===== src/hw/rtl/raster_median_filter_macros.svh =====
// ---------------------------------------------------------------------------
// raster median filter assertion macros
// shared property forms for the filter's own checks
// ---------------------------------------------------------------------------
`ifndef RASTER_MEDIAN_FILTER_MACROS_SVH
`define RASTER_MEDIAN_FILTER_MACROS_SVH

// same-cycle implication
`define RMF_ASSERT_NOW(label, clk, rst, cond, prop) \
   label: assert property (@(posedge clk) disable iff (rst) (cond) |-> (prop)) \
      else $error("rmf check failed");

// next-cycle implication
`define RMF_ASSERT_NEXT(label, clk, rst, cond, prop) \
   label: assert property (@(posedge clk) disable iff (rst) (cond) |=> (prop)) \
      else $error("rmf check failed");

`endif


===== src/hw/rtl/rmf_pkg.sv =====
// ---------------------------------------------------------------------------
// rmf_pkg
// types and constants shared by the raster median filter
// ---------------------------------------------------------------------------
package rmf_pkg;

   localparam int DEF_MAX_WIDTH  = 1024;
   localparam int DEF_MAX_HEIGHT = 1024;
   localparam int DEF_MAX_RADIUS = 3;

   localparam int PIX_W     = 8;
   localparam int POS_W     = 10;
   localparam int CSR_IDX_W = 2;
   localparam int CSR_DAT_W = 11;
   localparam int RSP_DAT_W = 32;

   localparam logic [CSR_IDX_W-1:0] CSR_IMAGE_WIDTH  = 2'd0;
   localparam logic [CSR_IDX_W-1:0] CSR_IMAGE_HEIGHT = 2'd1;
   localparam logic [CSR_IDX_W-1:0] CSR_RADIUS_X     = 2'd2;
   localparam logic [CSR_IDX_W-1:0] CSR_RADIUS_Y     = 2'd3;

   typedef enum logic [1:0] {
      ST_IDLE,
      ST_READ,
      ST_DRAIN,
      ST_DONE
   } state_type;

   // what one sort cell hands to the next
   typedef struct packed {
      logic             valid;
      logic             gt;
      logic [PIX_W-1:0] val;
   } link_type;

endpackage


===== src/hw/rtl/rmf_sort_cell.sv =====
// ---------------------------------------------------------------------------
// rmf_sort_cell
// one cell of the insertion sort chain
// ---------------------------------------------------------------------------
module rmf_sort_cell (
   input  logic                      clock,
   input  logic                      clear,
   input  logic                      ins,
   input  logic [rmf_pkg::PIX_W-1:0] new_val,
   input  rmf_pkg::link_type         prev,
   output rmf_pkg::link_type         self
);
   import rmf_pkg::*;

   logic             valid_ff, valid_in;
   logic [PIX_W-1:0] val_ff, val_in;
   logic             gt;

   assign gt = valid_ff && (val_ff > new_val);

   always_comb begin
      valid_in = valid_ff;
      val_in   = val_ff;
      if (clear) begin
         valid_in = 1'b0;
      end else if (ins) begin
         if (prev.gt) begin
            // larger neighbour shifts up into this cell
            valid_in = 1'b1;
            val_in   = prev.val;
         end else if (prev.valid && (!valid_ff || gt)) begin
            valid_in = 1'b1;
            val_in   = new_val;
         end
      end
   end

   always_ff @(posedge clock) begin
      valid_ff <= valid_in;
      val_ff   <= val_in;
   end

   assign self = '{valid: valid_ff, gt: gt, val: val_ff};
endmodule


===== src/hw/rtl/rmf_sorter.sv =====
// ---------------------------------------------------------------------------
// rmf_sorter
// chain of sort cells, keeps inserted values in ascending order
// ---------------------------------------------------------------------------
module rmf_sorter #(
   parameter int DEPTH = 49
) (
   input  logic                      clock,
   input  logic                      clear,
   input  logic                      ins,
   input  logic [rmf_pkg::PIX_W-1:0] new_val,
   output logic [rmf_pkg::PIX_W-1:0] vals [DEPTH]
);
   import rmf_pkg::*;

   link_type links [DEPTH+1];

   // head of the chain: always valid, never larger
   assign links[0] = '{valid: 1'b1, gt: 1'b0, val: '0};

   for (genvar k = 0; k < DEPTH; k++) begin : g_cell
      rmf_sort_cell u_cell (
         .clock   (clock),
         .clear   (clear),
         .ins     (ins),
         .new_val (new_val),
         .prev    (links[k]),
         .self    (links[k+1])
      );
      assign vals[k] = links[k+1].val;
   end
endmodule


===== config.mk =====
export PLATFORM = sky130hd
export DESIGN_NAME = rmf_sorter
export DESIGN_NICKNAME = d
export VERILOG_FILES = /design/src/hw/rtl/raster_median_filter_macros.svh /design/src/hw/rtl/rmf_pkg.sv /design/src/hw/rtl/rmf_sort_cell.sv /design/src/hw/rtl/rmf_sorter.sv
export SDC_FILE = /design/constraint.sdc
export NUM_CORES = 1
export LEC_CHECK = 0
export BUFFER_PORTS_ARGS = -buffer_cell sky130_fd_sc_hd__buf_2
export CORE_ASPECT_RATIO = 1.1
export CORE_UTILIZATION = 27
export DETAILED_ROUTE_END_ITERATION = 6
export GPL_TIMING_DRIVEN = 0
export REMOVE_ABC_BUFFERS = 1
export SKIP_LAST_GASP = 1
export SYNTH_ARGS = -nofsm -noshare
export SYNTH_HDL_FRONTEND = slang
export SYNTH_SLANG_ARGS = --single-unit

===== constraint.sdc =====
create_clock -name clock -period 4.05 [get_ports clock]
set_input_delay 0.81 -clock clock [delete_from_list [all_inputs] [get_ports clock]]
set_output_delay 0.81 -clock clock [all_outputs]
set_load 0.01 [all_outputs]

==> run metrics <==
register area share after synthesis 45.3%; Mapped Cells 2370; Ys Warns 0; final period utilization 96.9%; Die W 310 µm; mux contribution to synthesized area 6.56%; CP Cell Sequence buf_2 -> clkinv_4 -> buf_16 -> ha_1 -> nand4_1 -> a21oi_2 -> o22ai_1 -> a31oi_1; CTS tree yes; Worst-Margin Slew 1.14 ns; row count 123; Root Buffer clkbuf_16; WL/cell 22.5 µm; first-pass GRT wire length 138000 µm; Final min period 3.93 ns; DR vias/cell 5.27; Worst Path Max Fanout 44; Layout Nets 3159; f_max 255 MHz; area growth from synthesis to final layout 20.1%; H-tree levels 2; post-synthesis sequential element count 441; ys flop type edfxtp_1; Slowest-stage cell, CP a31oi_1; Critical Path RT 4.29 ns; share of post-route cells with drive strength above 1 31.5%; post-synth top area share 41.8%; crit path buf inv count 3; die footprint 106000 µm²; antenna-violating nets left 0; total chip power 11.1 mW; Inserted Diodes 0; CTS max path bufs 3; Max Slew Vio Count 0; CP arrival 4.17 ns; Yosys cell types 31; IO Port Bufs 402; worst hold margin 0.482 ns; # Post-CTS Setup Buffers 0; cts bufs inserted 54; top cells by area, synth edfxtp_1, ha_1, o22ai_1, mux2_2, nand2_1; Synth Area in Compound Gates 19.1%; number of synthesized flops with an enable pin 392; pin count of the biggest net entering global routing 70; GPL Wtd Cong 0.807; VDD IR max 0.000280 V; status finished clean; Core ar. 103000 µm²; Initial Utilization 27.4%; DRT iter0 DRCs 1346; Sink Count 441; Via Count 22000; Synth Cell Area 28200 µm²; Critical Path Sink Type flip-flop; grt total ovfl 0; CTS Hold Buffers Added 0; simple-gate area share of the yosys netlist 9.84%; DR DRC count 0; Routed Wire Length 93800 µm; Ports 403; height of the chip 341 µm; list of most frequent post-synthesis cells edfxtp_1, ha_1, nand2_1; syn avg cell area 11.9 µm²; Filler Cells Inserted 10400; Max stage delay on crit path 0.85 ns; Synth Area in XOR/XNOR 0%; CP Class in2reg; PwrDens 329 nW/µm²; Setup Skew 0.0317 ns; final hold vios 0; HPWL after DPL 65600 µm; Synth async-reset ratio 0%; vias in the first global route 22000; clock slew at reported path FFs 0.06 ns; DRT Pass-1 Iters 5; GRT Overall Usage 17.3%; worst min path class reg2reg; CP startpoint kind input pin; max_cap viols 0; initial antenna violation count 0; final setup vio count 0; Layout Utilization 32.9%; Yosys top cell by area edfxtp_1; Worst-Skew Late Latency 0.64 ns; Adder-Cell Fraction of Synth Area 17.4%; leak pwr 12.4 nW; headroom to the max-slew limit 23.2%; main combinational cell family by area after synthesis compound AO/OA/AOI/OAI gates; crit-path leading delay family buffers and inverters
-- final cells by class --
| cell class | instances | area, µm² | area share [%] |
|---|---|---|---|
| flip-flops and latches | 441 | 12800 | 37.7 |
| inverters | 56 | 248 | 0.732 |
| clock buffers | 74 | 1540 | 4.54 |
| well taps | 1375 | 1720 | 5.08 |
| clock inverters | 26 | 313 | 0.924 |
| repair buffers | 412 | 2280 | 6.75 |
| multi-input cells | 1791 | 15000 | 44.3 |
-- cells in the final DEF (no fill, tap or decap), types with 16 or more instances in the layout --
master     netlist  routed
nand2_1        294     294
nand3_1         33      33
inv_1           49      49
a31oi_1         48      40
o31ai_2         33      29
o211ai_2        43      43
edfxtp_1       392     392
a21oi_1        170     170
mux2_4          33      33
o311a_4         33      33
a21boi_0        34      34
a21oi_2         38      38
ha_1           392     392
or2_2           33      33
o21ai_0         16      16
o22ai_1        246     246
nand4_1         98      98
nor2_1          51      51
buf_2            2     399
dfxtp_1         49      49
mux2_2         120     120
nor2b_4         23      24
nor2b_1         28      27
clkbuf_16        0      55
-- power breakdown --
group / internal (mW) / total [mW] / switching, mW
logic: 0.403 / 1.05 / 0.645
clock network: 3.09 / 5.11 / 2.03
registers: 4.96 / 4.98 / 0.0164
-- worst register-to-register path: stages, from the launching register on --
cell,delay [ns]
edfxtp_1,0.57
ha_1,0.38
nor2b_1,0.16
o211ai_2,0.09
a21oi_1,0.32
o31ai_4,0.18
a31oi_1,0.71
-- flip-flops by register name, indices dropped and copies added (netlist names) --
register,count
g_cell.u_cell.val_ff,392
g_cell.u_cell.valid_ff,49
-- logic make-up (layout without fill, tap and decap cells) --
family | count (synthesis) | in the layout
buffers and inverters | 138 | 568
muxes | 153 | 153
adders and majority gates | 392 | 392
AOI/OAI and AO/OA | 686 | 686
DFF | 441 | 441
and+or+nand+nor | 560 | 560
-- per-stage QoR --
step	worst slack, ns	area, µm²	TNS (ns)	std cells
6_report	0.125	33800	0	4175
5_1_grt	-0.00891	33800	-0.0257	4175
4_1_cts	0.0479	33800	0	4175
3_5_place_dp	-0.720	31900	-191.17	4075
3_3_place_gp	-4.52	31600	-3201.54	4065
2_1_floorplan	-0.453	27900	-189.64	2288
-- per-layer routing --
metal / wire (µm) / vias up / global-route usage (%)
met5: 0 / - / 0
met2: 43600 / 704 / 28.2
li1: - / 10200 / -
met4: 2180 / 0 / 4.72
met1: 40500 / 10900 / 22.1
met3: 7550 / 135 / 4.96
-- worst paths after layout --
path                            cells past startpoint  slack (ns)                               startpoint                                 endpoint
worst max-delay path                                8        0.12                               new_val[4]     g_cell[9].u_cell.val_ff[5]$_DFFE_PP_
worst min-delay path                                2        0.48  g_cell[48].u_cell.valid_ff$_SDFFE_PP0P_  g_cell[48].u_cell.valid_ff$_SDFFE_PP0P_
worst max register to register                      6        1.28    g_cell[36].u_cell.val_ff[1]$_DFFE_PP_    g_cell[37].u_cell.val_ff[5]$_DFFE_PP_
worst min register to register                      2        0.48  g_cell[48].u_cell.valid_ff$_SDFFE_PP0P_  g_cell[48].u_cell.valid_ff$_SDFFE_PP0P_
-- timing repair --
action | in CTS | in global routing
endpoints found under the setup margin | 16 | 107
gates cloned | 0 | 0
endpoints found under the hold margin | 0 | 0
gates resized for setup | 1 | 12
Note: power is estimated with default switching activity, not from simulation.
